<file path="src/hw/rtl/crtc_pkg.sv">
// ----------------------------------------------------------------------------
// crtc_pkg
// Shared types and constants for the Catmull-Rom tone curve evaluator.
// ----------------------------------------------------------------------------
`default_nettype none
package crtc_pkg;
    localparam int MaxPoints    = 16;
    localparam int PtIdxW       = 4;
    localparam int MaxTableSize = 4096;
    localparam int FracBits     = 15;
    localparam int SizeW        = 13;
    localparam int CountW       = 5;
    localparam int EntryW       = 12;
    localparam int DivW         = 31;

    localparam logic       OP_LOAD = 1'b0;
    localparam logic       OP_EVAL = 1'b1;
    localparam logic [0:0] CFG_LUT_SIZE    = 1'b0;
    localparam logic [0:0] CFG_POINT_COUNT = 1'b1;

    typedef struct packed {
        logic        op;
        logic [3:0]  point_index;
        logic [15:0] point_x;
        logic [15:0] point_y;
        logic [11:0] entry_index;
    } in_word_t;

    typedef struct packed {
        logic [7:0]  curve_value;
        logic [11:0] entry_echo;
    } out_word_t;

    typedef enum logic [4:0] {
        CMD_IDLE   = 5'b00001,
        CMD_START  = 5'b00010,
        CMD_SEARCH = 5'b00100,
        CMD_DIV    = 5'b01000,
        CMD_POLY   = 5'b10000
    } cmd_phase_t;

    typedef struct packed {
        cmd_phase_t phase;
        logic       step;
        logic       finish;
    } dp_cmd_t;

    typedef struct packed {
        logic search_done;
        logic div_done;
        logic poly_done;
        logic identity;
    } dp_status_t;
endpackage
`default_nettype wire

</file>
<file path="src/hw/rtl/crtc_datapath.sv">
// ----------------------------------------------------------------------------
// crtc_datapath
// Point table, segment search, shared restoring divider and Horner unit.
// ----------------------------------------------------------------------------
`default_nettype none
module crtc_datapath
    import crtc_pkg::*;
(
    input  wire logic            clk,
    input  wire logic            rst_n,
    input  wire logic            load_en,
    input  wire in_word_t        in_word,
    input  wire logic [SizeW-1:0]  lut_size,
    input  wire logic [CountW-1:0] point_count,
    input  wire dp_cmd_t         cmd,
    output dp_status_t           status,
    output out_word_t            result
);
    logic [15:0] px_mem [MaxPoints];
    logic [15:0] py_mem [MaxPoints];

    logic [11:0] size_m1_reg, ent_reg, echo_reg;
    logic [4:0]  n_reg;
    logic [3:0]  idx_reg;
    logic        ident_reg;
    logic [15:0] xq_reg;
    // divider
    logic [DivW-1:0] quo_reg;
    logic [DivW:0]   rem_reg;
    logic [DivW-1:0] dvd_reg;
    logic [16:0]     dvs_reg;
    logic [4:0]      cnt_reg;
    logic [1:0]      div_sel_reg;
    logic            div_done_reg;
    // poly
    logic signed [19:0] p1_reg, a1_reg, a2_reg, a3_reg;
    logic signed [39:0] acc_reg;
    logic [16:0]  t_reg;
    logic [1:0]   pstep_reg;
    logic [7:0]   val_reg;

    always_ff @(posedge clk)
    begin
        if (load_en)
        begin
            px_mem[in_word.point_index] <= in_word.point_x;
            py_mem[in_word.point_index] <= in_word.point_y;
        end
    end

    logic [12:0] size_c;
    logic [4:0]  n_c;
    always_comb
    begin
        size_c = lut_size;
        if (size_c < 13'd2) size_c = 13'd2;
        if (size_c > 13'(MaxTableSize)) size_c = 13'(MaxTableSize);
        n_c = (point_count > 5'(MaxPoints)) ? 5'(MaxPoints) : point_count;
    end

    logic [3:0] nxt_idx, i0, i2, i3, last;
    logic       search_more;
    always_comb
    begin
        last    = 4'(n_reg - 5'd1);
        nxt_idx = idx_reg + 4'd1;
        search_more = ({1'b0, idx_reg} + 5'd1 < n_reg) && (px_mem[nxt_idx] < xq_reg);
        i0 = (idx_reg == 4'd0) ? 4'd0 : idx_reg - 4'd1;
        i2 = ({1'b0, idx_reg} + 5'd1 < n_reg) ? idx_reg + 4'd1 : last;
        i3 = ({1'b0, idx_reg} + 5'd2 < n_reg) ? idx_reg + 4'd2 : last;
    end

    logic [DivW:0] trial;
    logic [DivW:0] rsh;
    always_comb
    begin
        rsh   = {rem_reg[DivW-1:0], dvd_reg[DivW-1]};
        trial = rsh - {15'd0, dvs_reg};
    end

    logic signed [16:0] num_s, den_s;
    logic signed [19:0] p0, p1, p2, p3;
    always_comb
    begin
        num_s = $signed({1'b0, xq_reg}) - $signed({1'b0, px_mem[idx_reg]});
        den_s = $signed({1'b0, px_mem[i2]}) - $signed({1'b0, px_mem[idx_reg]});
        p0 = $signed({4'd0, py_mem[i0]});
        p1 = $signed({4'd0, py_mem[idx_reg]});
        p2 = $signed({4'd0, py_mem[i2]});
        p3 = $signed({4'd0, py_mem[i3]});
    end

    logic signed [39:0] prod, sh, nacc;
    logic signed [20:0] ysum;
    always_comb
    begin
        prod = acc_reg * $signed({1'b0, t_reg});
        sh   = prod >>> FracBits;
        case (pstep_reg)
            2'd0:    nacc = sh + 40'(a2_reg);
            2'd1:    nacc = sh + 40'(a1_reg);
            default: nacc = sh;
        endcase
        ysum = 21'(2 * p1_reg + 21'(acc_reg)) >>> 1;
    end

    always_ff @(posedge clk or negedge rst_n)
    begin
        if (!rst_n)
        begin
            div_done_reg <= 1'b0;
            pstep_reg    <= 2'd0;
            cnt_reg      <= 5'd0;
        end
        else
        begin
            div_done_reg <= 1'b0;
            case (cmd.phase)
                CMD_START:
                begin
                    ent_reg     <= (in_word.entry_index > 12'(size_c - 13'd1)) ?
                                   12'(size_c - 13'd1) : in_word.entry_index;
                    echo_reg    <= in_word.entry_index;
                    size_m1_reg <= 12'(size_c - 13'd1);
                    n_reg       <= n_c;
                    ident_reg   <= (n_c < 5'd2);
                    idx_reg     <= 4'd0;
                    div_sel_reg <= 2'd0;
                    cnt_reg     <= 5'd0;
                    pstep_reg   <= 2'd0;
                end
                CMD_DIV:
                begin
                    if (div_done_reg)
                    begin
                        if (div_sel_reg == 2'd0)
                        begin
                            xq_reg  <= 16'(quo_reg);
                            val_reg <= 8'(quo_reg);
                        end
                        else
                        begin
                            if (num_s <= 17'sd0)
                                t_reg <= 17'd0;
                            else if (quo_reg > DivW'(32768))
                                t_reg <= 17'd32768;
                            else
                                t_reg <= 17'(quo_reg);
                            a3_reg <= -p0 + 20'sd3 * p1 - 20'sd3 * p2 + p3;
                            a2_reg <= 20'sd2 * p0 - 20'sd5 * p1 + 20'sd4 * p2 - p3;
                            a1_reg <= p2 - p0;
                            p1_reg <= p1;
                        end
                        div_sel_reg <= div_sel_reg + 2'd1;
                    end
                    else if (cnt_reg == 5'd0)
                    begin
                        rem_reg <= '0;
                        quo_reg <= '0;
                        cnt_reg <= 5'(DivW);
                        if (div_sel_reg == 2'd0)
                        begin
                            dvs_reg <= {5'd0, size_m1_reg};
                            dvd_reg <= ident_reg ? DivW'(ent_reg) * DivW'(255)
                                                 : DivW'({ent_reg, 15'd0});
                        end
                        else
                        begin
                            dvs_reg <= (den_s < 17'sd1) ? 17'd1 : 17'(den_s);
                            dvd_reg <= DivW'({num_s[15:0], 15'd0});
                        end
                    end
                    else
                    begin
                        if (!trial[DivW])
                        begin
                            rem_reg <= trial;
                            quo_reg <= {quo_reg[DivW-2:0], 1'b1};
                        end
                        else
                        begin
                            rem_reg <= rsh;
                            quo_reg <= {quo_reg[DivW-2:0], 1'b0};
                        end
                        dvd_reg <= {dvd_reg[DivW-2:0], 1'b0};
                        cnt_reg <= cnt_reg - 5'd1;
                        if (cnt_reg == 5'd1)
                            div_done_reg <= 1'b1;
                    end
                end
                CMD_SEARCH:
                    if (search_more) idx_reg <= nxt_idx;
                CMD_POLY:
                begin
                    if (cmd.step)
                    begin
                        if (pstep_reg == 2'd0 && cnt_reg == 5'd0)
                        begin
                            acc_reg <= 40'(a3_reg);
                            cnt_reg <= 5'd1;
                        end
                        else if (pstep_reg != 2'd3)
                        begin
                            acc_reg   <= nacc;
                            pstep_reg <= pstep_reg + 2'd1;
                        end
                    end
                    if (cmd.finish)
                    begin
                        if (ysum < 0)
                            val_reg <= 8'd0;
                        else if (ysum > 21'sd32768)
                            val_reg <= 8'd255;
                        else
                            val_reg <= 8'((25'(ysum) * 25'd255) >> FracBits);
                    end
                end
                default: ;
            endcase
        end
    end

    always_comb
    begin
        status.search_done = !search_more;
        status.div_done    = div_done_reg;
        status.poly_done   = (pstep_reg == 2'd3);
        status.identity    = ident_reg;
        result.curve_value = val_reg;
        result.entry_echo  = echo_reg;
    end
endmodule
`default_nettype wire

</file>
<file path="src/hw/rtl/crtc_control.sv">
// ----------------------------------------------------------------------------
// crtc_control
// Sequencer: divide position, search, divide t, Horner, output register.
// ----------------------------------------------------------------------------
`default_nettype none
module crtc_control
    import crtc_pkg::*;
(
    input  wire logic       clk,
    input  wire logic       rst_n,
    input  wire logic       in_valid,
    input  wire logic       in_op,
    output logic            in_stall,
    output logic            out_valid,
    input  wire logic       out_stall,
    input  wire dp_status_t status,
    output dp_cmd_t         cmd,
    output logic            load_en
);
    typedef enum logic [6:0] {
        S_IDLE   = 7'b0000001,
        S_DIVX   = 7'b0000010,
        S_SEARCH = 7'b0000100,
        S_DIVT   = 7'b0001000,
        S_POLY   = 7'b0010000,
        S_FIN    = 7'b0100000,
        S_OUT    = 7'b1000000
    } state_t;

    state_t state_reg, state_next;
    logic   accept;

    assign in_stall = (state_reg != S_IDLE);
    assign accept   = in_valid && !in_stall;
    assign load_en  = accept && (in_op == OP_LOAD);
    assign out_valid = (state_reg == S_OUT);

    always_comb
    begin
        state_next = state_reg;
        cmd.phase  = CMD_IDLE;
        cmd.step   = 1'b0;
        cmd.finish = 1'b0;
        case (state_reg)
            S_IDLE:
                if (accept && in_op == OP_EVAL)
                begin
                    cmd.phase  = CMD_START;
                    state_next = S_DIVX;
                end
            S_DIVX:
            begin
                cmd.phase = CMD_DIV;
                if (status.div_done)
                    state_next = status.identity ? S_OUT : S_SEARCH;
            end
            S_SEARCH:
            begin
                cmd.phase = CMD_SEARCH;
                if (status.search_done) state_next = S_DIVT;
            end
            S_DIVT:
            begin
                cmd.phase = CMD_DIV;
                if (status.div_done) state_next = S_POLY;
            end
            S_POLY:
            begin
                cmd.phase = CMD_POLY;
                cmd.step  = 1'b1;
                if (status.poly_done) state_next = S_FIN;
            end
            S_FIN:
            begin
                cmd.phase  = CMD_POLY;
                cmd.finish = 1'b1;
                state_next = S_OUT;
            end
            S_OUT:
                if (!out_stall) state_next = S_IDLE;
            default: state_next = S_IDLE;
        endcase
    end

    always_ff @(posedge clk or negedge rst_n)
    begin
        if (!rst_n) state_reg <= S_IDLE;
        else        state_reg <= state_next;
    end
endmodule
`default_nettype wire

</file>
<file path="src/hw/rtl/catmull_rom_tone_curve_lut.sv">
// Evaluate word: a restoring division for the position, the segment search, a
// second restoring division for t, then Horner evaluation and clamp before the
// result word; the identity ramp needs only the first division.
// Throughput: one word at a time, next word taken the cycle after the result
// word is accepted.
// Reset: asynchronous, active low; lut_size 256, point_count 0.
// ----------------------------------------------------------------------------
// catmull_rom_tone_curve_lut
// Tone curve table evaluator with Catmull-Rom interpolation.
// ----------------------------------------------------------------------------
`default_nettype none
module catmull_rom_tone_curve_lut
    import crtc_pkg::*;
(
    input  wire logic        clk,
    input  wire logic        rst_n,
    input  wire logic        in_valid,
    output logic             in_stall,
    input  wire in_word_t    in_data,
    output logic             out_valid,
    input  wire logic        out_stall,
    output out_word_t        out_data,
    input  wire logic        cfg_valid,
    output logic             cfg_ready,
    input  wire logic [0:0]  cfg_index,
    input  wire logic [15:0] cfg_data
);
    logic [SizeW-1:0]  lut_size_reg;
    logic [CountW-1:0] point_count_reg;
    dp_cmd_t    cmd;
    dp_status_t status;
    logic       load_en;

    assign cfg_ready = 1'b1;

    always_ff @(posedge clk or negedge rst_n)
    begin
        if (!rst_n)
        begin
            lut_size_reg    <= 13'd256;
            point_count_reg <= '0;
        end
        else if (cfg_valid)
        begin
            case (cfg_index)
                CFG_LUT_SIZE:    lut_size_reg    <= cfg_data[SizeW-1:0];
                CFG_POINT_COUNT: point_count_reg <= cfg_data[CountW-1:0];
                default: ;
            endcase
        end
    end

    crtc_control u_ctrl (
        .clk(clk), .rst_n(rst_n), .in_valid(in_valid), .in_op(in_data.op),
        .in_stall(in_stall), .out_valid(out_valid), .out_stall(out_stall),
        .status(status), .cmd(cmd), .load_en(load_en)
    );

    crtc_datapath u_dp (
        .clk(clk), .rst_n(rst_n), .load_en(load_en), .in_word(in_data),
        .lut_size(lut_size_reg), .point_count(point_count_reg),
        .cmd(cmd), .status(status), .result(out_data)
    );
endmodule
`default_nettype wire

</file>
<file path="config.mk">
export PLATFORM = sky130hd
export DESIGN_NAME = catmull_rom_tone_curve_lut
export DESIGN_NICKNAME = d
export VERILOG_FILES = /design/src/hw/rtl/crtc_pkg.sv /design/src/hw/rtl/crtc_datapath.sv /design/src/hw/rtl/crtc_control.sv /design/src/hw/rtl/catmull_rom_tone_curve_lut.sv
export SDC_FILE = /design/constraint.sdc
export NUM_CORES = 2
export LEC_CHECK = 0
export ABC_AREA = 0
export BUFFER_PORTS_ARGS = -buffer_cell sky130_fd_sc_hd__buf_2
export CORE_MARGIN = 2
export CORE_UTILIZATION = 25
export DETAILED_ROUTE_END_ITERATION = 10
export PLACE_DENSITY = 0.39
export SYNTH_ARGS = -nofsm -noshare
export SYNTH_HDL_FRONTEND = slang
export SYNTH_SLANG_ARGS = --single-unit
</file>
<file path="constraint.sdc">
create_clock -name clk -period 8.1 [get_ports clk]
set_clock_uncertainty 0.15 [all_clocks]
set_input_delay 2.43 -clock clk [delete_from_list [all_inputs] [get_ports clk]]
set_output_delay 2.43 -clock clk [all_outputs]
set_load 0.1 [all_outputs]
</file>
=== Word-level counts from Yosys, hierarchy flattened ===
Memories as Yosys holds them, arrays and structs flattened. A register that Yosys moved wholly into a read port is not among the register bits.
Cells that the tools add are included.

* $add $sub $neg: 24
* Multipliers: 6
* Magnitude comparators: 13
* Equality and inequality tests: 31
* Multiplexer cells: 57
* Bitwise gates (word level): 4
* Reduce and logical (&&, ||, !) cells: 35

{| class="wikitable"
|+ Operator list
! operator !! number
|-
| $mux W31 || 3
|-
| $mux W40 || 2
|-
| $pmux W40 S2 || 1
|-
| $sub A16 B16 Y17 || 3
|-
| $mux W7 || 7
|-
| $pmux W7 S7 || 1
|-
| $mux W12 || 4
|-
| $mul A40 B18 Y40 || 1
|-
| $mux W8 || 5
|-
| $mul A2 B16 Y18 const A || 2
|-
| $sub A32 B17 Y32 || 1
|-
| $gt A31 B16 Y1 const B || 1
|-
| $mux W27 || 1
|-
| $add A25 B17 Y26 || 1
|-
| $add A25 B20 Y26 || 1
|-
| $mux W5 || 5
|-
| $mux W4 || 6
|-
| $reduce_and A4 Y1 || 6
|-
| $mul A20 B9 Y23 const B || 1
|-
| $add A18 B21 Y21 || 1
|-
| $add A20 B17 Y20 || 1
|-
| $add A20 B19 Y20 || 1
|-
| $add A20 B20 Y20 || 1
|-
| $gt A20 B17 Y1 const B || 1
|-
| other kinds (63) || 113
|}

* Register bits after elaboration: 345
* Bits in writable memories: 512
* Output and inout port bits: 23
* Memories: 2

{| class="wikitable"
|+ Memory list
! name !! words !! bits a word !! rd ports !! clocked after Yosys merged registers in !! write ports !! RTL line !! RTL
|-
| u_dp.px_mem || 16 || 16 || 3 || 1 || 1 || crtc_datapath.sv:19 || <nowiki>logic [15:0] px_mem [MaxPoints];</nowiki>
|-
| u_dp.py_mem || 16 || 16 || 4 || 1 || 1 || crtc_datapath.sv:20 || <nowiki>logic [15:0] py_mem [MaxPoints];</nowiki>
|}

=== Depth between registers and ports, before layout ===
* Word-level depth: 10
* Depth in mapped cells: 39
* Gate-level depth less buffers: 35

=== Cells and area by module ===
From an unflattened synthesis, not the netlist that was laid out.

* Cell total of the unflattened synthesis: 7259
* Area, all modules: 75353.5 µm²

{| class="wikitable"
|+ Modules (own cells, without submodules)
! module !! instances !! cells each !! area an instance (µm²)
|-
| crtc_datapath || 1 || 7155 || 74017.2
|-
| catmull_rom_tone_curve_lut || 1 || 41 || 740.7
|-
| crtc_control || 1 || 63 || 595.6
|}

=== Worst setup path after synthesis ===
OpenSTA, ideal clock, no wires.

* Path type: input -> register
* From: input port rst_n
* To: register u_dp.a1_reg[0] (enable)
* Library setup time: 0.668 ns
* Arrival time: 9.224 ns
* Data required time: 7.282 ns
* Setup slack: -1.941 ns
* Stages on the path: 2
* Path buffers: 1
* Path through: clkbuf_1 > nor3b_1

* Cells in the longest elaborated chain, start to end: 1

{| class="wikitable"
|+ Ends and longest elaborated chain
! item !! RTL line !! RTL
|-
| start: declaration || catmull_rom_tone_curve_lut.sv:16 || <nowiki>input wire logic rst_n,</nowiki>
|-
| $reduce_and A4 Y1 (no line) || - ||
|-
| end signal: assignment || crtc_datapath.sv:151 || <nowiki>a1_reg <= p2 - p0;</nowiki>
|-
| end: declaration || crtc_datapath.sv:36 || <nowiki>logic signed [19:0] p1_reg, a1_reg, a2_reg, a3_reg;</nowiki>
|}

Every way passes these cells.
A chain may end at the register's enable or synchronous reset.

=== Final worst setup path ===
* From: register u_dp.t_reg[5]
* To: register u_dp.acc_reg[24] (data pin)

* Cells in the longest elaborated chain, start to end: 5

{| class="wikitable"
|+ Ends and longest elaborated chain
! item !! RTL line !! RTL
|-
| start: declaration || crtc_datapath.sv:38 || <nowiki>logic [16:0] t_reg;</nowiki>
|-
| start signal: assignment || crtc_datapath.sv:148 || <nowiki>t_reg <= 17'(quo_reg);</nowiki>
|-
| $mul A40 B18 Y40 (*) || crtc_datapath.sv:97 || <nowiki>prod = acc_reg * $signed({1'b0, t_reg});</nowiki>
|-
| $add A25 B17 Y26 / $add A25 B20 Y26 (equally long branches) || crtc_datapath.sv:101, crtc_datapath.sv:100 ||
|-
| $pmux W40 S2 (*) || crtc_datapath.sv:99 || <nowiki>case (pstep_reg)</nowiki>
|-
| $mux W40 (*) || crtc_datapath.sv:202 || <nowiki>else if (pstep_reg != 2'd3)</nowiki>
|-
| $mux W40 (*) || crtc_datapath.sv:197 || <nowiki>if (pstep_reg == 2'd0 && cnt_reg == 5'd0)</nowiki>
|-
| end signal: assignment || crtc_datapath.sv:199 || <nowiki>acc_reg <= 40'(a3_reg);</nowiki>
|-
| end signal: assignment || crtc_datapath.sv:204 || <nowiki>acc_reg <= nacc;</nowiki>
|-
| end: declaration || crtc_datapath.sv:37 || <nowiki>logic signed [39:0] acc_reg;</nowiki>
|}

Mark *: on every way between the ends. The rest lies on a longest branch, timed or not. The select of a mux whose other input is x is not followed.

==> key figures <==
Drt
  • Mean routed wirelength per cell: 22.5 µm
  • First-pass detailed-route iteration total: 6
  • Detailed Route Iter0 Violations: 3881
  • Routed via count: 55800
  • Number of routed nets with antenna violations: 0
  • Vias per cell: 4.82
  • Number of remaining DRC errors: 0
  • Sum of routed wire length over all layers: 261 mm

Floorplanning
  • Core area: 302000 µm²
  • Die ar.: 308000 µm²
  • Y dimension of the die: 555 µm
  • Top-level port count: 94
  • Starting Density: 25.1%
  • Chip Width: 555 µm
  • Standard-cell rows: 202

Worst setup path
  • Crit start category: register
  • Cell class contributing the biggest share of worst-path delay: adder cells
  • Delay of the slowest cell on the worst path: 0.57 ns
  • Category of the worst setup path capture point: register
  • Number of buffers and inverters on the critical path: 7
  • Master of the slowest instance on the critical path: fa_1
  • Cell repeated most along the worst path: fa_1
  • CP max FO: 6
  • Critical Path AT: 8.72 ns
  • CP Data Required Time: 8.55 ns
  • Category of the critical setup timing path: reg2reg

CTS
  • TritonCTS clock tree: yes
  • TritonCTS Sinks: 847
  • Clk Latency, worst-skew pair: 0.77 ns
  • Hold buffer count at cts: 0
  • Buffers from clock root to sink, at most: 3
  • Number of levels in the clock H-tree: 3
  • Master cell of the clock root buffer: clkbuf_16
  • Num CTS Buffers: 100
  • Clock-pin slew reported for the worst setup and hold paths after clock tree synthesis: 0.06 ns

Global route
  • Global-route usage over all layers: 16.7%
  • Pin count of the biggest net entering global routing: 139
  • Vias in the first global route: 58100
  • Wire length of the first global-routing pass: 387 mm
  • Global route total overflow: 0
  • Antenna violations before repair: 25

Timing
  • Final worst-path cycle share: 102%
  • Post-route worst hold slack: 0.313 ns
  • Final hold violation count: 0
  • Final number of setup-violating endpoints: 6
  • Worst-margin pin slew: 1.21 ns
  • Worst slew margin relative to its limit: 19.2%
  • Max Transition Viols Final: 0
  • Maximum achievable frequency: 121 MHz
  • Unrepaired setup endpoints after global routing: yes
  • Final WS setup: -0.171 ns
  • Final critical path time including I/O delays and setup: 8.27 ns

Cells and area
  • Number of nets at the end of the flow: 8650
  • Largest registers ranked by flip-flop count: u_dp.px_mem x256, u_dp.py_mem x256
  • Area growth, synth to finish: 20.3%
  • Layout cells sized above 1: 20.7%

Synth
  • Cell Area, Synth: 75800 µm²
  • Area leader, netlist: edfxtp_1
  • Total number of yosys warnings: 0
  • Top flip-flop cell by instance count after synthesis: edfxtp_1
  • Cell variety after synth: 87
  • Cell types with the largest area share after synthesis: edfxtp_1 (32%), fa_1 (16%), mux4_2 (7.6%), ha_1 (7.6%), inv_1 (4.6%)
  • Part of the Yosys area used for sequential elements: 33.3%
  • Synth Area per Inst: 10.9 µm²
  • Top cell type's share of synthesized area: 32.1%
  • Count of flip-flops with a built-in enable after synthesis: 810
  • Post-Syn Instances: 6954
  • Flops & latches, synth: 847
  • Proportion of register bits with asynchronous set or reset after synthesis: 3.90%

Status
  • Status: finished, violations left
  • Violated checks: negative setup slack

Placement
  • HPWL after detailed placement: 188 mm
  • IO buf count: 89
  • Gpl congestion: 0.834

Worst hold path
  • Worst hold path class: reg2reg

Flow run
  • # Max-Cap Violations: 0
## cell families after synthesis
group,count (synthesis),synth area share [%]
DFF,847,33.3
and+or+nand+nor,1769,11.5
other,2,0.00990
adders and majority gates,1063,23.5
buffers and inverters,1276,6.37
xor gates and xnor gates,227,2.62
muxes,620,12.6
AOI/OAI and AO/OA,1150,10.2
## layout make-up
class	instances	area, µm²
antenna	11	27.5
multi-input combinational	4834	47400
fill	31000	211000
timing repair buffer	796	6580
sequential	847	25200
tap	3978	4980
clock inverter	63	830
clock buffer	121	2620
inverter	937	3520
## synth_stat cells, types with 29 or more instances
library cell,number
xnor2_1,152
inv_1,937
mux2i_1,289
and2_1,435
nand3_1,64
nand2b_1,30
clkbuf_1,267
a21o_1,75
dfrtp_1,31
a311oi_1,68
nor2_1,234
fa_1,603
or3_1,29
edfxtp_1,810
a31oi_1,99
nor2b_1,53
o21a_1,41
mux4_2,257
nand2_1,696
nor3_1,77
o21ai_0,158
xor2_1,75
ha_1,460
a21oi_1,280
a221oi_1,55
mux2_2,73
buf_1,46
o31ai_1,31
a211oi_1,172
## cells in the final DEF, fill, tap and decap left out, types with 32 or more instances in the layout
master / n
buf_12: 48
a31oi_1: 95
a211oi_1: 155
mux2i_1: 280
a21oi_2: 38
buf_6: 32
a221oi_1: 52
edfxtp_1: 810
buf_4: 617
nand3_1: 62
nand2_1: 691
and2_1: 422
nor3_1: 68
buf_2: 89
xor2_1: 68
a21o_1: 75
nor2b_1: 50
mux2_2: 73
inv_1: 925
ha_1: 437
xnor2_1: 136
clkbuf_16: 105
nor2_1: 212
a21oi_1: 235
a311oi_1: 62
o21a_1: 40
o21ai_0: 134
mux4_2: 257
fa_1: 593
## routing by layer
| metal | track usage, % | wire length, µm | up-vias |
|---|---|---|---|
| li1 | - | - | 25600 |
| met1 | 22.4 | 116000 | 28400 |
| met4 | 5.40 | 8210 | 12 |
| met3 | 1.98 | 12000 | 373 |
| met2 | 27.9 | 124000 | 1423 |
| met5 | 0 | 66 | - |
## metrics by stage
step	cell area (µm²)	instances	utilization [%]	setup slack [ns]	setup TNS, ns
after global placement	85500	11300	28.3	-0.889	-12.61
final	91200	11600	30.2	-0.171	-0.499
after floorplan	75900	6955	-	0.00205	0
after CTS	90200	11600	29.8	-0.259	-1.02
after global routing	91200	11600	30.2	-0.460	-5.46
after detailed placement	85500	11300	28.3	-0.892	-13.42
## timing repair
| item | in CTS | in global routing |
|---|---|---|
| pin swaps | 73 | 78 |
| cloned | 2 | 3 |
| resized for setup | 172 | 157 |
| setup endpoints to repair | 36 | 39 |
| setup buffers | 49 | 24 |
## worst paths after layout
check / from / slack, ns / endpoint / depth (start not counted)
max: u_dp.t_reg[5] / -0.17 / u_dp.acc_reg[24] / 33
min: u_dp.quo_reg[15] / 0.31 / u_dp.xq_reg[15] / 0
max reg2reg: u_dp.t_reg[5] / -0.17 / u_dp.acc_reg[24] / 33
min reg2reg: u_dp.quo_reg[15] / 0.31 / u_dp.xq_reg[15] / 0
max in group asynchronous: rst_n / 5.48 / lut_size_reg[8] / 2
min in group asynchronous: rst_n / 1.51 / u_dp.cnt_reg[0] / 1
Power is not shown: default switching activity piles up to over one toggle a cycle in this logic, so the estimate is an artifact.
